===== src/hdl/percent_url_decoder_top_defines.svh =====
// Assertion helpers for the percent decoder.
// Both sample on clk and are switched off while rst_n is low.
`ifndef PERCENT_URL_DECODER_TOP_DEFINES_SVH
`define PERCENT_URL_DECODER_TOP_DEFINES_SVH

// Same-cycle implication.
`define PUD_ASSERT_NOW(lbl, ante, cons, msg) \
    lbl: assert property (@(posedge clk) disable iff (!rst_n) (ante) |-> (cons)) \
        else $error(msg);

// Next-cycle implication.
`define PUD_ASSERT_NEXT(lbl, ante, cons, msg) \
    lbl: assert property (@(posedge clk) disable iff (!rst_n) (ante) |=> (cons)) \
        else $error(msg);

`endif


===== src/hdl/pud_pkg.sv =====
package pud_pkg;

    localparam logic [7:0] CH_PLUS    = 8'h2B;
    localparam logic [7:0] CH_PERCENT = 8'h25;
    localparam logic [7:0] CH_SPACE   = 8'h20;

    // Decoder phase, one-hot.
    typedef enum logic [2:0] {
        PH_IDLE = 3'b001,   // plain byte expected
        PH_PCT  = 3'b010,   // '%' seen
        PH_HIGH = 3'b100    // '%' and first digit seen
    } pud_phase_t;

    typedef struct packed {
        logic [7:0] data;
        logic       last;
    } pud_item_t;

    // Hex-ish digit value: 0-9, letters 10..35, anything else 0.
    function automatic logic [5:0] digit_value(input logic [7:0] c);
        logic [7:0] v;
        begin
            v = 8'd0;
            if (c >= 8'h30 && c <= 8'h39)
            begin
                v = c - 8'h30;
            end
            else if (c >= 8'h41 && c <= 8'h5A)
            begin
                v = c - 8'h41 + 8'd10;
            end
            else if (c >= 8'h61 && c <= 8'h7A)
            begin
                v = c - 8'h61 + 8'd10;
            end
            digit_value = v[5:0];
        end
    endfunction

    // '+' maps to space, everything else passes.
    function automatic logic [7:0] plain_byte(input logic [7:0] c);
        begin
            plain_byte = (c == CH_PLUS) ? CH_SPACE : c;
        end
    endfunction

endpackage


===== src/hdl/percent_url_decoder_top.sv =====
// A decoded byte is registered in the output queue and shows on m_tdata once the
// entries ahead of it are taken. One input byte per cycle while s_tready is high; an
// unfinished '%' escape followed by the string end gives two output bytes, which can stall input.
// Output side is a three-entry register queue; s_tready is high while it holds at most one.
// Reset (rst_n low, asynchronous): queue emptied, phase back to plain byte.
`include "percent_url_decoder_top_defines.svh"

module percent_url_decoder_top
(
    input  logic       clk,
    input  logic       rst_n,
    // input stream
    input  logic       s_tvalid,
    output logic       s_tready,
    input  logic [7:0] s_tdata,   // [7:0] in_byte
    input  logic       s_tlast,   // in_last
    // output stream
    output logic       m_tvalid,
    input  logic       m_tready,
    output logic [7:0] m_tdata,   // [7:0] out_byte
    output logic       m_tlast    // out_last
);

    localparam int QDEPTH = 3;

    // ------------------------------------------------------------------
    // Decoder state
    // ------------------------------------------------------------------
    pud_pkg::pud_phase_t phase_reg, phase_next;
    logic [5:0]          high_reg, high_next;

    // Output queue: entry 0 is the head shown on the master side.
    pud_pkg::pud_item_t q_reg [QDEPTH];
    pud_pkg::pud_item_t q_next [QDEPTH];
    logic [1:0]         cnt_reg, cnt_next;

    logic               acc_in;
    logic               pop;
    logic [1:0]         n_push;
    pud_pkg::pud_item_t push0, push1;
    logic [5:0]         dig;
    logic [7:0]         hex_byte;
    logic [1:0]         base;
    logic [1:0]         base_p1;

    // Room for the worst case of two results per request.
    assign s_tready = (cnt_reg <= 2'd1);
    assign acc_in   = s_tvalid && s_tready;

    assign m_tvalid = (cnt_reg != 2'd0);
    assign m_tdata  = q_reg[0].data;
    assign m_tlast  = q_reg[0].last;
    assign pop      = m_tvalid && m_tready;

    assign dig      = pud_pkg::digit_value(s_tdata);
    // 16*a + b mod 256: only the low nibble of a survives the shift.
    assign hex_byte = {high_reg[3:0], 4'b0000} + {2'b00, dig};

    // ------------------------------------------------------------------
    // Per-byte decode
    // ------------------------------------------------------------------
    always_comb
    begin
        phase_next = phase_reg;
        high_next  = high_reg;
        n_push     = 2'd0;
        push0      = '{data: s_tdata, last: s_tlast};
        push1      = '{data: pud_pkg::plain_byte(s_tdata), last: 1'b1};
        case (phase_reg)
            pud_pkg::PH_PCT:
            begin
                if (s_tlast)
                begin
                    // escape cut short: give '%' back, then this byte as plain
                    n_push     = 2'd2;
                    push0      = '{data: pud_pkg::CH_PERCENT, last: 1'b0};
                    phase_next = pud_pkg::PH_IDLE;
                end
                else
                begin
                    high_next  = dig;
                    phase_next = pud_pkg::PH_HIGH;
                end
            end
            pud_pkg::PH_HIGH:
            begin
                n_push     = 2'd1;
                push0      = '{data: hex_byte, last: s_tlast};
                phase_next = pud_pkg::PH_IDLE;
            end
            default:
            begin
                phase_next = pud_pkg::PH_IDLE;
                if (s_tdata == pud_pkg::CH_PERCENT)
                begin
                    if (s_tlast)
                    begin
                        n_push = 2'd1;
                        push0  = '{data: pud_pkg::CH_PERCENT, last: 1'b1};
                    end
                    else
                    begin
                        phase_next = pud_pkg::PH_PCT;
                    end
                end
                else
                begin
                    n_push = 2'd1;
                    push0  = '{data: pud_pkg::plain_byte(s_tdata), last: s_tlast};
                end
            end
        endcase
        if (!acc_in)
        begin
            phase_next = phase_reg;
            high_next  = high_reg;
            n_push     = 2'd0;
        end
    end

    // ------------------------------------------------------------------
    // Queue update: shift out the head, then append behind the survivors
    // ------------------------------------------------------------------
    assign base    = cnt_reg - {1'b0, pop};
    assign base_p1 = base + 2'd1;

    always_comb
    begin
        for (int i = 0; i < QDEPTH; i++)
        begin
            if (pop && (i < QDEPTH - 1))
            begin
                q_next[i] = q_reg[i + 1];
            end
            else
            begin
                q_next[i] = q_reg[i];
            end
            if ((n_push != 2'd0) && (base == 2'(i)))
            begin
                q_next[i] = push0;
            end
            if ((n_push == 2'd2) && (base_p1 == 2'(i)))
            begin
                q_next[i] = push1;
            end
        end
        cnt_next = base + n_push;
    end

    always_ff @(posedge clk or negedge rst_n)
    begin
        if (!rst_n)
        begin
            phase_reg <= pud_pkg::PH_IDLE;
            cnt_reg   <= 2'd0;
        end
        else
        begin
            phase_reg <= phase_next;
            cnt_reg   <= cnt_next;
        end
    end

    // payload, no reset
    always_ff @(posedge clk)
    begin
        high_reg <= high_next;
        for (int i = 0; i < QDEPTH; i++)
        begin
            q_reg[i] <= q_next[i];
        end
    end

    // ------------------------------------------------------------------
    // Assertions
    // ------------------------------------------------------------------
    `PUD_ASSERT_NEXT(a_out_hold, m_tvalid && !m_tready,
        m_tvalid && $stable(m_tdata) && $stable(m_tlast),
        "output request changed while stalled")
    `PUD_ASSERT_NEXT(a_pct_enter,
        acc_in && (phase_reg == pud_pkg::PH_IDLE) && (s_tdata == pud_pkg::CH_PERCENT) && !s_tlast,
        (phase_reg == pud_pkg::PH_PCT) && ($past(cnt_reg) != 2'd0 || !m_tvalid),
        "open escape did not enter percent phase or produced output")
    `PUD_ASSERT_NEXT(a_cut_two, acc_in && (phase_reg == pud_pkg::PH_PCT) && s_tlast,
        m_tvalid && (cnt_reg >= 2'd2) && (phase_reg == pud_pkg::PH_IDLE),
        "cut-short escape did not queue two bytes")

endmodule

===== config.mk =====
export PLATFORM = sky130hd
export DESIGN_NAME = percent_url_decoder_top
export DESIGN_NICKNAME = d
export VERILOG_FILES = /design/src/hdl/pud_pkg.sv /design/src/hdl/percent_url_decoder_top.sv
export VERILOG_INCLUDE_DIRS = /design/src /design/src/hdl
export SDC_FILE = /design/constraint.sdc
export NUM_CORES = 1
export LEC_CHECK = 0
export BUFFER_PORTS_ARGS = -buffer_cell sky130_fd_sc_hd__buf_2
export CAP_MARGIN = 20
export CELL_PAD_IN_SITES_DETAIL_PLACEMENT = 1
export CELL_PAD_IN_SITES_GLOBAL_PLACEMENT = 2
export CORE_UTILIZATION = 42
export CTS_BUF_LIST = sky130_fd_sc_hd__clkbuf_8
export DETAILED_ROUTE_END_ITERATION = 10
export GPL_TIMING_DRIVEN = 0
export PLACE_DENSITY_LB_ADDON = 0.1
export SYNTH_ARGS = -nofsm -noshare
export SYNTH_HDL_FRONTEND = slang
export SYNTH_SLANG_ARGS = --single-unit

===== constraint.sdc =====
create_clock -name clk -period 4.6 [get_ports clk]
set_input_delay 0.23 -clock clk [delete_from_list [all_inputs] [get_ports clk]]
set_output_delay 0.23 -clock clk [all_outputs]
set_load 0.02 [all_outputs]

; ---- Word-level counts from Yosys, hierarchy flattened
; Memories as Yosys holds them, arrays and structs flattened.
; Index checks and enable logic that the tools add are counted.
[totals]
regBits = 9
ram_bits = 27
in_bits = 13
out_inout_bits = 11
word_cells = 71
mem_count = 1
[classes]
n_addsub = 9
order_cmp = 7
n_eq_ne = 9
muxes = 25
bitwise_logic = 1
n_reduce_logical = 16
[memory_table]
columns = name, words, word_bits, rd, rd_ports_with_merged_regs, wr, line
row1 = q_reg, 3, 9, 3, 0, 3, percent_url_decoder_top.sv:33  ; pud_pkg::pud_item_t q_reg [QDEPTH];
[op_table]
columns = cell, count
row1 = $mux 9, 11
row2 = $mux 6, 3
row3 = $pmux 9 s2, 1
row4 = $eq 8x6->1 const B, 2
row5 = $ge 8x7->1 const B, 2
row6 = $le 8x7->1 const B, 2
row7 = $add 6x4->6 const B, 2
row8 = $sub 6x6->6 const B, 2
row9 = $logic_and 1x1->1, 11
row10 = $mux 2, 5
row11 = $add 8x6->8, 1
row12 = $ge 8x6->1 const B, 1
row13 = $le 8x6->1 const B, 1
row14 = $mux 8, 1
row15 = $eq 2x2->1 const B, 3
row16 = $pmux 3 s2, 1
row17 = $sub 6x1->6 const B, 1
row18 = $eq 2x1->1 const B, 2
row19 = $logic_not 2->1, 2
row20 = $pmux 2 s2, 1
row21 = $reduce_bool 2->1, 2
row22 = $eq 3x2->1 const B, 1
row23 = $eq 3x3->1 const B, 1
row24 = $mux 3, 1
row25 = other kinds (7), 7

; ---- Logic depth before layout (Yosys ltp)
[logic_depth]
ltp_word = 9
mapped_depth = 17
mapped_depth_nobuf = 16

; ---- Worst setup path before layout
; OpenSTA, ideal clock, no wires.
[synth_path]
path_type = input port to flip-flop
from = input s_tdata[1]
to = memory q_reg[0][7] in the netlist's numbering, data pin
setup_ns = 0.257
t_arrival_ns = 2.931
t_required_ns = 4.343
slack_ns = 1.413
cell_stages = 16
n_path_buf = 1
cell_sequence = clkbuf_1 -> inv_1 -> ha_1 -> nor4b_1 -> or4b_1 -> and4b_4 -> nor2_1 -> ha_1 -> inv_1 -> fa_1 -> xor2_1 -> nor2_1 -> a31oi_1 -> nand2_1 -> o211ai_1 -> nand2_1
[synth_rtl]
columns = element, line
row1 = "start, declared", percent_url_decoder_top.sv:15  ; input logic [7:0] s_tdata,
row2 = "end, declared", percent_url_decoder_top.sv:33

==> impl_metrics.yaml <==
route:
  wire_per_inst_um: 18.50
  postRouteAntennaNets: 0
  drt_wl_total_mm: 7.012
  route.detailed.drc: 0
  viasPerCell: 5.723
  first_iter_violations: 106
  dr.pass1.iters: 6
  routed-via-count: 2169
timing:
  finalHoldViolations: 0
  slew_viol_final: 0
  skew_ns: 0.005107
  fmax_mhz: 286.1
  finalCriticalPeriod_ns: 3.495
  holdWs_ns: 0.2630
  tns_ns: 0
  finalSetupViolations: 0
  rsz0062_at_grt: "no"
  period_share: 0.7598
  worst-slew-pin-transition_ns: 1.066
  slew_headroom: 0.2711
critical_path:
  critPathRequiredTime_ns: 4.65
  arrival_ns: 3.54
  critPathLaunchType: "input pin"
  crit_fanout: 9
  path_class: "in -> reg"
  rrSetupSlack_ns: 1.29
  worstSetupEndpointType: "flop"
logic_synthesis:
  ys_types: 60
  seq_area_frac_synth: 0.4001
  syn_area_um2: 2567
  ys_ff_latch: 36
  synth_fp_nets: 300
  async_flop_share: 0.1389
  synth_fa_ha_area_frac: 0.06628
  syn_inst: 274
  syn_avg_cell_area_um2: 9.370
  ys_warn_count: 0
  synth_compound_area_frac: 0.2139
  synth_xor_area_frac: 0.03070
  synthSimpleGateAreaFrac: 0.2047
  synth_top_flop_cell: "edfxtp_1"
  synthMuxAreaShare: 0.008772
  synth_top_family_by_area: "compound AO/OA/AOI/OAI gates"
  synth_edf_count: 28
finish:
  fill_cells: 704
  drive_gt1_frac: 0.2270
  mostFrequentLayoutCells: "39 x nand2_1, 28 x edfxtp_1, 25 x o21ai_0"
  mostFrequentLayoutCell: "nand2_1"
  syn2layout_area_growth_pct: 11.55
  largest_reg_flops: 27
  n_antenna_cell: 0
  fin_nets: 329
die:
  die_y_um: 80.19
  fp.dieW_um: 80.19
  rows: 28
  core_um2: 5921
  ios: 24
  die_area_um2: 6430
  start_util: 0.4336
grt:
  antenna_found_initial: 0
  grt_max_degree: 13
  first_global_vias: 2206
  grtUsageTotal: 0.2418
  overflow: 0
  grt_pass1_wl_mm: 11.51
pwr:
  powerDensity_nw_per_um2: 512.2
  leakagePower_uw: 0.001169
  ir_drop_mv: 0.2517
clock_network:
  clk-insertion-delay-late_ns: 0.29
  cts_tree: "done"
  max-clock-path-buffers: 2
  numCtsBuffers: 5
  cts.clk_slew.worst_paths_ns: 0.08
  clock-sinks: 36
  cts_root_buf: "clkbuf_8"
  htree_levels: 2
placed_design:
  port_buffers: 20
  place_congestion: 0.8119
  dp_hpwl_mm: 5.489
run_status:
  status: "finished clean"
run:
  drv_cap: 0
worst_hold_path:
  holdCritPathClass: "in -> reg"
[synth_stat cells, types with 6 or more instances]
cell type,n,share of area
nand2_1,39,0.057
edfxtp_1,28,0.33
o21ai_0,25,0.049
nor2_1,16,0.023
a21oi_1,13,0.025
ha_1,12,0.058
inv_1,12,0.018
buf_4,10,0.029
nand3_1,10,0.019
o22ai_1,7,0.017
xnor2_1,7,0.024
a31oi_1,6,0.015
nor3_1,6,0.012
[worst paths after layout]
path                                            from                        end  depth (start not counted)
min in group asynchronous                      rst_n   phase_reg[1]$_DFFE_PN0P_                          2
max in group asynchronous                      rst_n   phase_reg[0]$_DFFE_PN1P_                          2
setup / recovery                          s_tdata[1]      q_reg[0][7]$_DFFE_PP_                         18
hold reg to reg            q_reg[0][18]$_SDFFE_PP1P_  q_reg[0][18]$_SDFFE_PP1P_                          2
hold / removal                            s_tdata[7]     q_reg[0][17]$_DFFE_PP_                          2
setup reg to reg                cnt_reg[1]$_DFF_PN0_      q_reg[0][8]$_DFFE_PP_                         10
[worst max-delay path, cell delays in order]
cell and delay (ns):
buf_2 0.09, clkbuf_1 0.31, inv_1 0.15, ha_1 0.24
nor4b_1 0.49, a211oi_1 0.15, o21ai_0 0.24, and4b_4 0.33
nor2_1 0.05, ha_1 0.20, inv_1 0.08, fa_1 0.18
xor2_1 0.15, nor2_1 0.05, a31oi_1 0.30, nand2_1 0.11
o211ai_1 0.11, nand2_1 0.08
[power breakdown]
| part | switching [µW] | internal, µW | leakage (µW) |
|---|---|---|---|
| registers | 54.9 | 501 | 0.000366 |
| clock network | 121 | 106 | 0.0000479 |
| logic | 423 | 262 | 0.000755 |
[through the flow]
step	total power (µW)	area [µm²]	utilization	std cells	setup slack (ns)
3_5_place_dp	1248	2766	0.4672	370	0.8058
3_3_place_gp	1220	2761	0.4664	369	0.8106
4_1_cts	1479	2864	0.4837	379	1.123
2_1_floorplan	1044	2567	-	274	1.413
5_1_grt	1572	2864	0.4837	379	0.7335
6_report	1467	2864	0.4837	379	1.105
[layer usage]
metal,share of wire,GRT usage
met3,0.038,0.03977
met4,0.013,0.05893
met2,0.49,0.4094
met5,0,0
met1,0.46,0.3203
[final cells by class]
class / count / area [µm²] / share of cell area
multi-input cells: 206 / 1346 / 0.4701
flip-flops and latches: 36 / 1027 / 0.3587
plain buffers: 20 / 148.9 / 0.05199
repair buffers: 22 / 115.1 / 0.04019
well taps: 75 / 93.84 / 0.03277
clock buffers: 5 / 68.82 / 0.02403
inverters: 12 / 45.04 / 0.01573
clock inverters: 3 / 18.77 / 0.006553
[cells by family after synthesis]
kind of cell / Yosys count
muxes: 2
and+or+nand+nor: 100
DFF: 36
AOI/OAI and AO/OA: 82
adders and majority gates: 13
xor gates and xnor gates: 9
buffers and inverters: 32
[timing repair]
| item | CTS | global route |
|---|---|---|
| endpoints found under the hold margin | 5 | 0 |
| resized for setup | 0 | 0 |
| hold buffers | 1 | 0 |
| setup buffers | 0 | 0 |
(Power assumes the default switching activity.)
